===== src/sv/fxf_pkg.sv =====
// shared types and constants for the xon/xoff byte fifo
`default_nettype none

package fxf_pkg;

    localparam int DEPTH = 8;
    localparam int PTR_W = (DEPTH > 1) ? $clog2(DEPTH) : 1;
    localparam int CNT_W = $clog2(DEPTH + 1);
    localparam int EXT_W = (CNT_W > 4) ? CNT_W : 4;

    localparam int DATA_W  = 8;
    localparam int LEVEL_W = 4;
    localparam int CFG_IDX_W = 2;

    localparam logic CMD_PUSH = 1'b0;
    localparam logic CMD_POP  = 1'b1;

    localparam logic [CFG_IDX_W-1:0] CFG_XOFF_LEVEL = 2'd0;
    localparam logic [CFG_IDX_W-1:0] CFG_XON_LEVEL  = 2'd1;

    localparam logic [LEVEL_W-1:0] XOFF_LEVEL_RST = 4'd8;
    localparam logic [LEVEL_W-1:0] XON_LEVEL_RST  = 4'd4;

    typedef struct packed {
        logic [LEVEL_W-1:0] xoff_level;
        logic [LEVEL_W-1:0] xon_level;
    } cfg_t;

    typedef struct packed {
        logic              data_valid;
        logic [DATA_W-1:0] data_out;
        logic              xoff_pulse;
        logic              xon_pulse;
        logic              dropped;
        logic [3:0]        fill_level;
    } result_t;

endpackage

`default_nettype wire


===== src/sv/fxf_core.sv =====
// ring buffer state and the per-word push/pop update with xon/xoff hysteresis
`default_nettype none

module fxf_core
    import fxf_pkg::*;
(
    input  wire logic              clk,
    input  wire logic              rst_n,
    input  wire logic              step,
    input  wire logic              command,
    input  wire logic [DATA_W-1:0] data_in,
    input  wire cfg_t              cfg,
    output result_t                res
);

    logic [DATA_W-1:0] store_reg [DEPTH];

    logic [PTR_W-1:0] rd_ptr_reg, rd_ptr_next;
    logic [PTR_W-1:0] wr_ptr_reg, wr_ptr_next;
    logic [CNT_W-1:0] cnt_reg, cnt_next;
    logic             paused_reg, paused_next;
    logic             resumed_reg, resumed_next;

    logic             full;
    logic             empty;
    logic             wr_en;
    logic [EXT_W-1:0] cnt_ext;
    logic [EXT_W-1:0] xoff_ext;
    logic [EXT_W-1:0] xon_ext;

    assign full     = (cnt_reg == CNT_W'(DEPTH));
    assign empty    = (cnt_reg == '0);
    assign xoff_ext = EXT_W'(cfg.xoff_level);
    assign xon_ext  = EXT_W'(cfg.xon_level);

    always_comb
    begin
        rd_ptr_next  = rd_ptr_reg;
        wr_ptr_next  = wr_ptr_reg;
        cnt_next     = cnt_reg;
        cnt_ext      = EXT_W'(cnt_reg);
        paused_next  = paused_reg;
        resumed_next = resumed_reg;
        wr_en        = 1'b0;
        res          = '0;

        case (command)
            CMD_PUSH:
            begin
                if (full)
                begin
                    res.dropped = 1'b1;
                end
                else
                begin
                    wr_en       = 1'b1;
                    wr_ptr_next = (wr_ptr_reg == PTR_W'(DEPTH - 1)) ? '0 : wr_ptr_reg + 1'b1;
                    cnt_next    = cnt_reg + 1'b1;
                end
                cnt_ext = EXT_W'(cnt_next);
                // xoff check runs even when the word was dropped
                if (cnt_ext >= xoff_ext && !paused_reg)
                begin
                    paused_next    = 1'b1;
                    resumed_next   = 1'b0;
                    res.xoff_pulse = 1'b1;
                end
            end
            CMD_POP:
            begin
                if (!empty)
                begin
                    res.data_valid = 1'b1;
                    res.data_out   = store_reg[rd_ptr_reg];
                    rd_ptr_next    = (rd_ptr_reg == PTR_W'(DEPTH - 1)) ? '0 : rd_ptr_reg + 1'b1;
                    cnt_next       = cnt_reg - 1'b1;
                    cnt_ext        = EXT_W'(cnt_next);
                    if (cnt_ext < xon_ext && !resumed_reg)
                    begin
                        resumed_next  = 1'b1;
                        paused_next   = 1'b0;
                        res.xon_pulse = 1'b1;
                    end
                end
            end
            default:
            begin
                res = '0;
            end
        endcase

        res.fill_level = cnt_ext[3:0];
    end

    always_ff @(posedge clk or negedge rst_n)
    begin
        if (!rst_n)
        begin
            rd_ptr_reg  <= '0;
            wr_ptr_reg  <= '0;
            cnt_reg     <= '0;
            paused_reg  <= 1'b0;
            resumed_reg <= 1'b0;
        end
        else if (step)
        begin
            rd_ptr_reg  <= rd_ptr_next;
            wr_ptr_reg  <= wr_ptr_next;
            cnt_reg     <= cnt_next;
            paused_reg  <= paused_next;
            resumed_reg <= resumed_next;
        end
    end

    // byte storage, no reset: only written entries are ever read
    always_ff @(posedge clk)
    begin
        if (step && wr_en)
        begin
            store_reg[wr_ptr_reg] <= data_in;
        end
    end

endmodule

`default_nettype wire


===== src/sv/fifo_with_xon_xoff_flow_control.sv =====
// top level of the byte fifo with xon/xoff flow control
//
//  channel | handshake            | payload
//  --------+----------------------+-----------------------------------------------
//  in      | in_valid / in_ready  | command, data_in
//  out     | out_valid / out_ready| data_valid, data_out, xoff_pulse, xon_pulse,
//          |                      | dropped, fill_level
//  cfg     | cfg_valid / cfg_ready| cfg_index, cfg_data
//
// one word per cycle while in_ready is high: the update runs in the cycle a word
// is taken and its result lands in the output register, visible on the next cycle
// in_ready stays high while the output register is empty or being drained
// reset clears pointers, count, xon/xoff flags and sets the levels to 8 and 4
// cfg_ready is always high; a write lands at the edge it is taken
`default_nettype none

module fifo_with_xon_xoff_flow_control
    import fxf_pkg::*;
(
    input  wire logic                 clk,
    input  wire logic                 rst_n,

    input  wire logic                 in_valid,
    output logic                      in_ready,
    input  wire logic                 command,
    input  wire logic [DATA_W-1:0]    data_in,

    output logic                      out_valid,
    input  wire logic                 out_ready,
    output logic                      data_valid,
    output logic [DATA_W-1:0]         data_out,
    output logic                      xoff_pulse,
    output logic                      xon_pulse,
    output logic                      dropped,
    output logic [3:0]                fill_level,

    input  wire logic                 cfg_valid,
    output logic                      cfg_ready,
    input  wire logic [CFG_IDX_W-1:0] cfg_index,
    input  wire logic [LEVEL_W-1:0]   cfg_data
);

    cfg_t    cfg_reg, cfg_next;
    result_t res;
    result_t res_reg;
    logic    out_valid_reg, out_valid_next;
    logic    accept;

    assign cfg_ready = 1'b1;
    assign in_ready  = !out_valid_reg || out_ready;
    assign accept    = in_valid && in_ready;

    always_comb
    begin
        cfg_next = cfg_reg;
        if (cfg_valid)
        begin
            case (cfg_index)
                CFG_XOFF_LEVEL: cfg_next.xoff_level = cfg_data;
                CFG_XON_LEVEL:  cfg_next.xon_level  = cfg_data;
                default:        cfg_next = cfg_reg;
            endcase
        end
    end

    fxf_core u_core (
        .clk     (clk),
        .rst_n   (rst_n),
        .step    (accept),
        .command (command),
        .data_in (data_in),
        .cfg     (cfg_reg),
        .res     (res)
    );

    assign out_valid_next = accept || (out_valid_reg && !out_ready);

    always_ff @(posedge clk or negedge rst_n)
    begin
        if (!rst_n)
        begin
            cfg_reg.xoff_level <= XOFF_LEVEL_RST;
            cfg_reg.xon_level  <= XON_LEVEL_RST;
            out_valid_reg      <= 1'b0;
        end
        else
        begin
            cfg_reg       <= cfg_next;
            out_valid_reg <= out_valid_next;
        end
    end

    always_ff @(posedge clk)
    begin
        if (accept)
        begin
            res_reg <= res;
        end
    end

    assign out_valid  = out_valid_reg;
    assign data_valid = res_reg.data_valid;
    assign data_out   = res_reg.data_out;
    assign xoff_pulse = res_reg.xoff_pulse;
    assign xon_pulse  = res_reg.xon_pulse;
    assign dropped    = res_reg.dropped;
    assign fill_level = res_reg.fill_level;

endmodule

`default_nettype wire


===== config.mk =====
export PLATFORM = sky130hd
export DESIGN_NAME = fifo_with_xon_xoff_flow_control
export DESIGN_NICKNAME = d
export VERILOG_FILES = /design/src/sv/fxf_pkg.sv /design/src/sv/fxf_core.sv /design/src/sv/fifo_with_xon_xoff_flow_control.sv
export SDC_FILE = /design/constraint.sdc
export NUM_CORES = 1
export LEC_CHECK = 0
export BUFFER_PORTS_ARGS = -buffer_cell sky130_fd_sc_hd__buf_2
export CELL_PAD_IN_SITES_DETAIL_PLACEMENT = 1
export CELL_PAD_IN_SITES_GLOBAL_PLACEMENT = 1
export CORE_MARGIN = 5
export CORE_UTILIZATION = 54
export DETAILED_ROUTE_END_ITERATION = 10
export PLACE_DENSITY = 0.94
export SLEW_MARGIN = 30
export SYNTH_ARGS = -nofsm -noshare
export SYNTH_HDL_FRONTEND = slang
export SYNTH_SLANG_ARGS = --single-unit

===== constraint.sdc =====
create_clock -name clk -period 4.5 [get_ports clk]
set_input_delay 1.35 -clock clk [delete_from_list [all_inputs] [get_ports clk]]
set_output_delay 1.35 -clock clk [all_outputs]
set_load 0.1 [all_outputs]

After elaboration in Yosys (flattened, before gate mapping)
Memories as Yosys holds them, arrays and structs flattened.
Cells that the tools add are included.
{ "totals": {"regBits": 37, "latch_bits": 0, "ram_bits": 64, "mem_bits_ro": 0, "in_bits": 20, "output_inout_bits": 19, "word_cells": 72, "n_memories": 1} }
{ "memory_table": {"columns": ["memory", "depth", "word_bits", "read_ports", "rd_clocked_by_memory_dff", "write_ports", "line_no", "text"], "rows": [
  ["u_core.store_reg", 8, 8, 1, 0, 1, "fxf_core.sv:16", "logic [DATA_W-1:0] store_reg [DEPTH];"]
]} }
{ "op_classes": {"n_addsub": 4, "n_mul": 0, "n_div": 0, "magnitude_cmp": 2, "eq_ne": 7, "shift": 0, "n_mux": 22, "n_bitwise": 3, "reduce_logical": 19} }
{ "op_table": {"columns": ["op", "count"], "rows": [
  ["$mux W1", 13],
  ["$mux W4", 3],
  ["$mux W9", 1],
  ["$pmux W4 S2", 1],
  ["$add A3 B1 Y3 const B", 2],
  ["$eq A3 B3 Y1 const B", 2],
  ["$mux W3", 2],
  ["$reduce_and A3 Y1", 2],
  ["$logic_and A1 B1 Y1", 5],
  ["$add A4 B1 Y4 const B", 1],
  ["$eq A4 B4 Y1 const B", 1],
  ["$ge A4 B4 Y1", 1],
  ["$logic_not A1 Y1", 4],
  ["$logic_not A4 Y1", 1],
  ["$lt A4 B4 Y1", 1],
  ["$ne A2 B1 Y1 const B", 2],
  ["$pmux W1 S2", 2],
  ["$reduce_and A2 Y1", 2],
  ["$reduce_and A4 Y1", 1],
  ["$sub A4 B1 Y4 const B", 1],
  ["$not A1 Y1", 3],
  ["$eq A2 B1 Y1 const B", 1],
  ["$logic_not A2 Y1", 1],
  ["$logic_or A1 B1 Y1", 2],
  ["2 further kinds", 2]
]} }

Depth between registers and ports, before layout
Gate-level depths: netlist (run 1).
{ "depth": {"ltp_word": 7, "ltp_mapped": 10, "mapped_depth_nobuf": 9} }

Modules after synthesis
From an unflattened synthesis (run 1), not the netlist that was laid out.
{ "hier_totals": {"hier_cells": 269, "area_unflattened_um2": 4347.9} }
{ "by_module_without_submodules": {"columns": ["mod", "instances", "cells_each", "area_each_um2", "seq_area_each_um2"], "rows": [
  ["fxf_core", 1, 229, 3493.4, 2222.1],
  ["fifo_with_xon_xoff_flow_control", 1, 40, 854.6, 708.2]
]} }

Worst setup path before layout (run 1)
No wires, ideal clock.
{ "synth_timing": {"path_kind": "input port to flip-flop", "start": "input port out_ready", "end": "memory u_core.store_reg[1][0], enable pin", "setup_ps": 383, "arrival_ps": 3495, "required_time_ps": 4117, "setup_slack_ps": 622, "stages": 4, "path_buffers": 0, "cell_sequence": "nand2b_1 > nand4_1 > or2_2 > nor3_1"} }
{ "synth_between": {"elab_chain_cells": 5} }
{ "synth_lines": {"columns": ["element", "line_no", "text"], "rows": [
  ["start: declaration", "fifo_with_xon_xoff_flow_control.sv:29", "input wire logic out_ready,"],
  ["$logic_or A1 B1 Y1", "fifo_with_xon_xoff_flow_control.sv:50", "assign in_ready = !out_valid_reg || out_ready;"],
  ["$logic_and A1 B1 Y1", "fifo_with_xon_xoff_flow_control.sv:51", "assign accept = in_valid && in_ready;"],
  ["$logic_and A1 B1 Y1", "fxf_core.sv:118", "if (step && wr_en)"],
  ["$mux W1", "fxf_core.sv:118", null],
  ["$mux W1 (not written as such)", "fxf_core.sv:120", "store_reg[wr_ptr_reg] <= data_in;"],
  ["end: declaration", "fxf_core.sv:16", null]
]} }
Every way passes these cells.

Worst setup path in the final report (run 1)
{ "layout_timing": {"start": "input port out_ready", "end": "output port in_ready"} }
{ "layout_between": {"elab_chain_cells": 1} }
{ "layout_lines": {"columns": ["element", "line_no", "text"], "rows": [
  ["$logic_or A1 B1 Y1", "fifo_with_xon_xoff_flow_control.sv:50", null],
  ["end: declaration", "fifo_with_xon_xoff_flow_control.sv:24", "output logic in_ready,"]
]} }
Every way passes these cells.

==> results of run 1 <==
worst paths after layout:
kind	startpoint	to	slack, ns	cells past startpoint
max in group asynchronous	rst_n	u_core.rd_ptr_reg[0]	3.17	1
min in group asynchronous	rst_n	cfg_reg[4]	0.95	1
max	out_ready	in_ready	1.08	3
min	u_core.paused_reg	u_core.paused_reg	0.54	2
max reg2reg	u_core.cnt_reg[0]	u_core.store_reg[5][7]	1.70	6
min reg2reg	u_core.paused_reg	u_core.paused_reg	0.54	2
layout by cell type, fill, tap and decap left out, types with 3 or more instances in the layout:
| master | n |
|---|---|
| buf_2 | 37 |
| clkbuf_8 | 9 |
| dfrtp_1 | 18 |
| edfxtp_1 | 80 |
| ha_1 | 13 |
| inv_1 | 14 |
| inv_6 | 3 |
| mux2_2 | 12 |
| mux2i_1 | 9 |
| mux4_2 | 16 |
| nand2_1 | 8 |
| nand2b_1 | 6 |
| nor2_1 | 22 |
| nor3_1 | 6 |
| o21ai_0 | 8 |
| xnor2_1 | 5 |
layout make-up:
| class | count | share of cell area [%] |
|---|---|---|
| flip-flops and latches | 101 | 62.07 |
| multi-input cells | 131 | 25.88 |
| repair buffers | 39 | 4.238 |
| well taps | 102 | 2.702 |
| clock buffers | 9 | 2.623 |
| clock inverters | 7 | 1.298 |
| inverters | 15 | 1.192 |
worst register-to-register path, delay by kind of cell, from the launching register on:
| family | cells | cell delay [ns] |
|---|---|---|
| adder cells (fa/ha/maj) | 1 | 0.27 |
| buffers and inverters | 1 | 0.12 |
| AND/OR/NAND/NOR | 4 | 1.52 |
| flip-flops | 1 | 0.53 |
logic make-up (layout without fill, tap and decap cells):
family          Yosys count  after routing  synth area share (%)
mux                      38             38                 14.05
simple gates             54             54                 6.323
fa+ha+maj                13             13                 3.806
other cells               1              1               0.08774
flops                   101            101                 68.56
xor+xnor                  7              7                 1.434
buf+inv                  25             70                 2.839
compound gates           18             18                 2.898
power breakdown:
group          switching (mW)  internal (mW)
registers               0.196           1.16
clock network           0.330          0.214
logic                   0.648          0.439
through the flow:
step,std cells,power [mW]
2_1_floorplan,257,2.203
4_1_cts,404,3.016
3_3_place_gp,388,2.363
3_5_place_dp,388,2.465
5_1_grt,404,3.162
6_report,404,2.988
per-layer routing:
metal | part of all wire (%) | routed length (um) | vias to the layer above
met5 | 0 | 0 | -
met3 | 5.2 | 486 | 21
met1 | 43 | 4019 | 1205
met4 | 2.3 | 211 | 0
li1 | - | - | 1042
met2 | 50 | 4659 | 94
==> impl_metrics.tcl, run 1 <==
set metrics [dict create \
    synth_top_area_share_pct 56.21 \
    use_met3_pct 2.760 \
    antenna_found_initial 0 \
    layout_min_cycle_time_ns 3.422 \
    path_clk_slew_ns 0.09 \
    criticalPathCategory "in -> out" \
    worstSetupStartpointType "primary input" \
    finalSetupViolCount 0 \
    hp-class "reg -> reg" \
    path_max_fanout 4 \
    antenna_cells 0 \
    drive_above_1_share_pct 30.46 \
    cp_common_cell "buf_2" \
    fin_setup_tns_ns 0 \
    grt_usage_pct 20.54 \
    synthCells 257 \
    numCtsBuffers 9 \
    syn_nets 290 \
    status "finished, final reports clean" \
    hpwlAfterDp_mm 6.723 \
    async_flop_share_pct 20.79 \
    synth.avg_cell_area_um2 16.63 \
    drc 0 \
    fin_area_um2 4723 \
    gr-total-overflow 0 \
    fin_worst_skew_ns 0.007852 \
    drt_first_pass_iters 4 \
    register_area_um2 2932 \
    via_per_inst 5.847 \
    cap_viol_max_count 0 \
    hold_viol 0 \
    grt_pass1_vias 2511 \
    dieArea_um2 9794 \
    synthFlopType "edfxtp_1" \
    fp.dieH_um 98.97 \
    p_leak_nw 1.785 \
    synth_area_um2 4274 \
    maxSlewHeadroom_pct 46.92 \
    syn_to_final_growth_pct 10.51 \
    synth_area_leaders "edfxtp_1 (56%), dfrtp_1 (11%), mux4_2 (8.4%)" \
    postRouteAntennaNets 0 \
    power_density_nw_per_um2 632.6 \
    htreeDepth 3 \
    post-route-period-util_pct 76.04 \
    ctsHoldBuffers 0 \
    end_kind "output pin" \
    nets 330 \
    placed_area_um2 4538 \
    critPathMaxStageDelay_ns 0.46 \
    crit_arrival_ns 2.07 \
    required_ns 3.15 \
    synth.most_common_cell "edfxtp_1" \
    top_usage_layer "met2" \
    cts.sinks 101 \
    pin_count 39 \
    synth.distinct_cells 42 \
    vias 2362 \
    hold_slack_ns 0.5377 \
    initial_core_util_pct 55.31 \
    die_w_um 98.97 \
    cts_buffer_depth 2 \
    clockRootBuffer "clkbuf_8" \
    yosys.area.top_type "edfxtp_1" \
    critPathSlowestCell "buf_2" \
    fin_util_pct 61.12 \
    wl_mm 9.376 \
    grt_use_met2_pct 32.64 \
    clock_latency_ns 0.36 \
    synth_edf_count 80 \
    dpl_worst_slack_ns 1.081 \
    synth.ff_latch_count 101 \
    fmax_ghz 0.2923 \
    post_drt_wl_per_cell_um 23.21 \
    rsz0062_at_grt "no" \
    cts_tree "done" \
    multi_input_area_um2 1222 \
    ys_seq_area_share_pct 68.56 \
    io_buffers 37 \
    n_fill_cell 715 \
    yosys_warnings 0 \
    cp_top_family "buffers and inverters" \
    grt_max_degree 22 \
    grt_use_met1_pct 28.79 \
    synth_common_cells "edfxtp_1 (80), nor2_1 (22), dfrtp_1 (19)" \
    tightest_slew_ns 0.7954 \
    largest_reg_flops 64 \
    rows 32 \
    gp_congestion 0.7783 \
    fin_ws_ns 1.078 \
    path_cells "buf_2 > nand2b_1 > buf_2" \
    post_cts_buffers 0 \
    crit_buf_inv 2 \
    core_um2 7727 \
    cts_resized 0 \
    drt_iter0_drc 169 \
    ir_worst_vdd_mv 0.2478 \
    grt_pass1_wl_mm 14.69 \
    maxSlewViolCount 0 \
]
(Power assumes the default switching activity.)
==> run 2, diff against run 1 <==
Settings changed: ABC_AREA set to 1, CORE_UTILIZATION 54 to 47, PLACE_DENSITY 0.94 to 0.89.
Clock period 4.5 ns to 3.5 ns, I/O delays scaled along.
==> run 2 against run 1 <==
Compared with the run above:
- via count is 25% higher
- flip-flop and latch count stayed put
- utilization is 8.1 points lower
- cell count is 35% higher
- wire length is 11% higher
- critical path type unchanged
- critical endpoint unchanged
- largest cell class unchanged
- largest power group unchanged
- highest routed layer unchanged
==> impl_metrics.tcl, run 2 <==
set metrics [dict create \
    status "finished, final reports clean" \
    hp-class "reg -> reg" \
    worstSetupStartpointType "primary input" \
    drc 0 \
    dpl_worst_slack_ns 0.5864 \
    synth_area_leaders "edfxtp_1 (54%), dfrtp_1 (11%), o21ai_0 (7.2%)" \
    cap_viol_max_count 0 \
    power_density_nw_per_um2 828.7 \
    path_max_fanout 3 \
    synth_area_um2 4408 \
    grt_pass1_vias 3082 \
    synth_common_cells "edfxtp_1 (80), nor2_1 (78), o21ai_0 (63)" \
    p_leak_nw 1.953 \
    final_cell_count_no_fill 545 \
    wl_mm 10.36 \
    synthAdderAreaFrac_pct 3.690 \
    syn_nets 426 \
    synth_edf_count 80 \
    dp_cells 529 \
    synthCells 393 \
    synth.area.mux_share_pct 0.2555 \
    io_buffers 37 \
    synth_top_area_share_pct 54.50 \
    cts_tree "done" \
    grt_usage_pct 19.47 \
    die_w_um 106.8 \
    synth_top_family_by_area "simple AND/OR/NAND/NOR gates" \
    maxSlewHeadroom_pct 49.96 \
    postRouteAntennaNets 0 \
    synth-compound-area-share_pct 9.367 \
    post-route-period-util_pct 77.71 \
    fp.dieH_um 106.8 \
    n_fill_cell 1003 \
    register_area_um2 2932 \
    cts.sinks 101 \
    grt_pass1_wl_mm 16.79 \
    p_comb_share_pct 40.4 \
    fin_setup_tns_ns 0 \
    cts_buffer_depth 2 \
    synth.ff_latch_count 101 \
    initial_core_util_pct 47.93 \
    maxSlewViolCount 0 \
    antenna_cells 0 \
    layout_min_cycle_time_ns 2.720 \
    antenna_found_initial 0 \
    tightest_slew_ns 0.7498 \
    hold_viol 0 \
    gr-total-overflow 0 \
    vias 2954 \
    drt_iter0_drc 254 \
    post_drt_wl_per_cell_um 19.01 \
    yosys.area.top_type "edfxtp_1" \
    synthFlopType "edfxtp_1" \
    htreeDepth 3 \
    synthXorXnorAreaFrac_pct 1.362 \
    rows 35 \
    fin_worst_skew_ns 0.01292 \
    hpwlAfterDp_mm 7.557 \
    numCtsBuffers 9 \
    p_sw_mw 1.818 \
    pin_count 39 \
    ctsHoldBuffers 0 \
    crit_arrival_ns 1.67 \
    drive_above_1_share_pct 17.74 \
    via_per_inst 5.420 \
    clockRootBuffer "clkbuf_8" \
    grt_max_degree 35 \
    fin_ws_ns 0.7802 \
    synth.distinct_cells 33 \
    synth.avg_cell_area_um2 11.22 \
    cts_resized 0 \
    required_ns 2.45 \
    rsz0062_at_grt "no" \
    power.share.sequential_pct 41.1 \
    dieArea_um2 11420 \
    ir_worst_vdd_mv 0.3335 \
    final_cell_mix "edfxtp_1 (80), nor2_1 (78), o21ai_0 (63)" \
    fin_util_pct 53.06 \
    nets 462 \
    post_cts_buffers 0 \
    drt_first_pass_iters 4 \
    core_um2 9196 \
    multi_input_area_um2 1270 \
    criticalPathCategory "in -> out" \
    async_flop_share_pct 20.79 \
    power.internal_mw 2.226 \
    end_kind "output pin" \
    finalSetupViolCount 0 \
    fmax_ghz 0.3677 \
    largest_reg_flops 64 \
    yosys_warnings 0 \
    synth-simple-area-share_pct 14.05 \
    ys_seq_area_share_pct 66.48 \
    mostFrequentLayoutCell "edfxtp_1" \
    synth.most_common_cell "edfxtp_1" \
    syn_to_final_growth_pct 10.70 \
    clock_latency_ns 0.37 \
    clockPowerShare_pct 18.5 \
    path_clk_slew_ns 0.10 \
    gp_congestion 0.8654 \
    sw_frac_of_total_pct 44.95 \
]
==> run 2: cell count changes in the layout (fill, tap and decap cells not counted), sizes merged, moves of 9 or more <==
| cell | delta |
|---|---|
| o21ai | +66 |
| nor2 | +58 |
| nand2 | +46 |
| inv | +18 |
| mux4 | -16 |
| mux2 | -12 |
| mux2i | -9 |
| nand3 | +9 |
==> run 2: metrics by stage <==
step | hold slack, ns | area [um^2] | total power [mW]
floorplan | 0.4429 | 4408 | 2.905
global placement | 0.4640 | 4666 | 3.190
detailed placement | 0.4688 | 4666 | 3.315
CTS | 0.4949 | 4878 | 4.067
global route | 0.5233 | 4880 | 4.316
finish | 0.4840 | 4880 | 4.044
==> run 2: cell type report <==
type                       instances  area share (%)
timing repair buffer              38           3.949
multi-input combinational        244           26.03
clock inverter                     7           1.821
clock buffer                       9           2.538
tap                              111           2.846
sequential                       101           60.08
inverter                          35           2.744
==> run 2: path summary, 6_finish.rpt <==
check	startpoint	to	slack (ns)	cells past startpoint
worst max-delay path	out_ready	in_ready	0.78	4
worst min-delay path	u_core.paused_reg	u_core.paused_reg	0.48	2
worst max register to register	u_core.cnt_reg[0]	u_core.store_reg[7][2]	0.96	7
worst min register to register	u_core.paused_reg	u_core.paused_reg	0.48	2
max in group asynchronous	rst_n	u_core.rd_ptr_reg[1]	2.50	1
min in group asynchronous	rst_n	cfg_reg[0]	0.63	1
==> run 2: power groups by stage <==
stage | Sequential (mW) | Combinational (mW) | Clock, mW
floorplan | 1.94 | 0.965 | 0
global placement | 1.66 | 1.53 | 0
detailed placement | 1.68 | 1.63 | 0
CTS | 1.66 | 1.65 | 0.764
global route | 1.68 | 1.81 | 0.820
finish | 1.66 | 1.63 | 0.747
==> run 2: metal layers <==
layer	up-vias	routed length, um	GRT usage (%)
li1	1391	-	-
met1	1460	4468	25.53
met2	94	5231	33.50
met3	9	567	4.154
met4	0	93	4.018
met5	-	0	0
==> run 2: kinds of logic after synthesis <==
kind of cell / Yosys count
other cells: 1
compound gates: 77
mux: 1
simple gates: 146
xor+xnor: 6
fa+ha+maj: 13
buf+inv: 48
flops: 101
==> run 2: critical path, stage by stage <==
cell and delay (ns):
buf_2 0.08, inv_1 0.03, nand2_1 0.08, buf_2 0.43
==> run 3, diff against run 2 <==
Settings changed: ABC_AREA 1 to 0, CORE_UTILIZATION 47 to 45, PLACE_DENSITY 0.89 to 0.85.
Clock period 3.5 ns to 2.4 ns, I/O delays scaled along.
==> run 3 against run 2 <==
Compared with the run above:
- register-to-register slack worse by 0.88 ns
- flip-flop and latch count unchanged
- clock skew down 0.0017 ns
- clock power up 34%
- die area up 1.1%
- largest cell class unchanged
- via count down 19%
- worst hold slack worse by 0.16 ns
- first-iteration DRC count down 49%
- worst setup slack worse by 0.70 ns
==> impl_metrics.tcl, run 3 (synthesis gave the netlist of run 1 again) <==
set metrics [dict create \
    drt_iter0_drc 129 \
    reg2reg_depth 9 \
    numCtsBuffers 9 \
    hp-class "in -> async" \
    maxSlewViolCount 0 \
    r2r_setup_slack_ns 0.08 \
    antenna_cells 0 \
    required_ns 2.64 \
    layout_min_cycle_time_ns 2.320 \
    wl_mm 9.550 \
    tightest_slew_ns 0.8255 \
    grt_pass1_vias 2626 \
    clock_latency_ns 0.36 \
    crit_cells 9 \
    path_clk_slew_ns 0.10 \
    critPathMaxStageDelay_ns 0.43 \
    cts.sinks 101 \
    initial_core_util_pct 46.26 \
    clockRootBuffer "clkbuf_8" \
    crit_path_end "u_core.resumed_reg" \
    path_max_fanout 5 \
    critPathSlowestCell "dfrtp_1" \
    nets 346 \
    finalSetupViolCount 0 \
    fp.dieH_um 107.5 \
    mostFrequentLayoutCell "edfxtp_1" \
    via_per_inst 5.338 \
    crit_buf_inv 1 \
    status "finished, final reports clean" \
    p_leak_nw 1.887 \
    vias 2386 \
    hold_slack_ns 0.3244 \
    placed_area_um2 4702 \
    fin_worst_skew_ns 0.01123 \
    post_drt_wl_per_cell_um 21.36 \
    fmax_ghz 0.4311 \
    drive_above_1_share_pct 36.79 \
    final_cell_count_no_fill 447 \
    post-route-period-util_pct 96.66 \
    dp_cells 428 \
    r2r_end "u_core.resumed_reg" \
    gr-total-overflow 0 \
    die_w_um 107.5 \
    grt_usage_pct 17.79 \
    dieArea_um2 11550 \
    drt_first_pass_iters 4 \
    power_density_nw_per_um2 1173 \
    hpwlAfterDp_mm 6.415 \
    grt_max_degree 22 \
    worstSetupStartpointType "flip-flop" \
    rows 35 \
    final_cell_mix "edfxtp_1 (80), buf_2 (36), nor2_1 (22)" \
    criticalPathCategory "reg -> reg" \
    htreeDepth 3 \
    ir_worst_vdd_mv 0.4518 \
    gp_congestion 0.8156 \
    fin_util_pct 53.55 \
    antenna_found_initial 0 \
    postRouteAntennaNets 0 \
    maxSlewHeadroom_pct 44.96 \
    hold_viol 0 \
    drc 0 \
    cap_viol_max_count 0 \
    io_buffers 37 \
    fin_area_um2 4949 \
    cts_tree "done" \
    crit_start "u_core.cnt_reg[0]" \
    power.total_mw 5.806 \
    largest_reg_flops 64 \
    end_kind "flip-flop" \
    path_cells "inv_1 > ha_4 > and3b_2 > xnor2_2 > ha_1 > nor3b_2 > o21ai_1 > a211o_1 > o311a_1" \
    cts_buffer_depth 2 \
    grt_pass1_wl_mm 15.03 \
    pin_count 39 \
    r2r-start "u_core.cnt_reg[0]" \
    syn_to_final_growth_pct 15.78 \
    crit_arrival_ns 2.56 \
    core_um2 9240 \
    cp_top_family "compound AO/OA/AOI/OAI gates" \
]
-- run 3: changes by cell type in the layout (fill, tap and decap cells not counted), moves of 9 or more --
cell,previous run,this run
nor2_1,78,22
o21ai_0,63,7
nand2_1,50,8
buf_4,1,18
mux4_2,0,16
inv_1,29,14
mux2_2,0,12
mux2i_1,0,9
-- run 3: metrics by stage --
stage	TNS, ns	setup WS (ns)
2_1_floorplan	-0.1652	-0.006885
3_3_place_gp	0	0.2559
3_5_place_dp	-0.02087	-0.02087
4_1_cts	0	0.01755
5_1_grt	-0.007673	-0.007673
6_report	0	0.08020
-- run 3: cell type report --
type | count | area (um^2)
Multi-Input combinational cell | 131 | 1282
Timing Repair Buffer | 55 | 335.3
Clock buffer | 10 | 127.6
Clock inverter | 6 | 53.80
Tap cell | 129 | 161.4
Inverter | 15 | 56.30
Fill cell | 876 | 4292
Sequential cell | 101 | 2932
-- run 3: routing by layer --
metal	wire length (um)	GRT usage, %
met4	115	4.959
met2	5033	30.83
met3	422	3.419
met5	0	0
met1	3977	22.89
-- run 3: how the worst min path moves through the flow --
stage	depth (start not counted)	startpoint	slack [ns]	endpoint
final	1	rst_n	0.32	out_valid
after global routing	1	rst_n	0.35	out_valid
after CTS	1	rst_n	0.32	cfg_reg[5]
after detailed placement	1	cfg_reg[0]	0.50	cfg_reg[0]
after global placement	1	cfg_reg[0]	0.50	cfg_reg[0]
after floorplan	0	rst_n	0.42	cfg_reg[0]
-- run 3: repair_timing --
| item | CTS | global route |
|---|---|---|
| setup endpoints to repair | 2 | 3 |
| hold buffers | 0 | 0 |
| setup buffers | 1 | 2 |
| gates resized for setup | 4 | 5 |
-- run 3: power breakdown --
group / internal [mW] / switching, mW / total, mW
combinational: 0.959 / 1.39 / 2.35
sequential: 2.18 / 0.279 / 2.45
clock: 0.396 / 0.605 / 1.00
total: 3.53 / 2.27 / 5.81
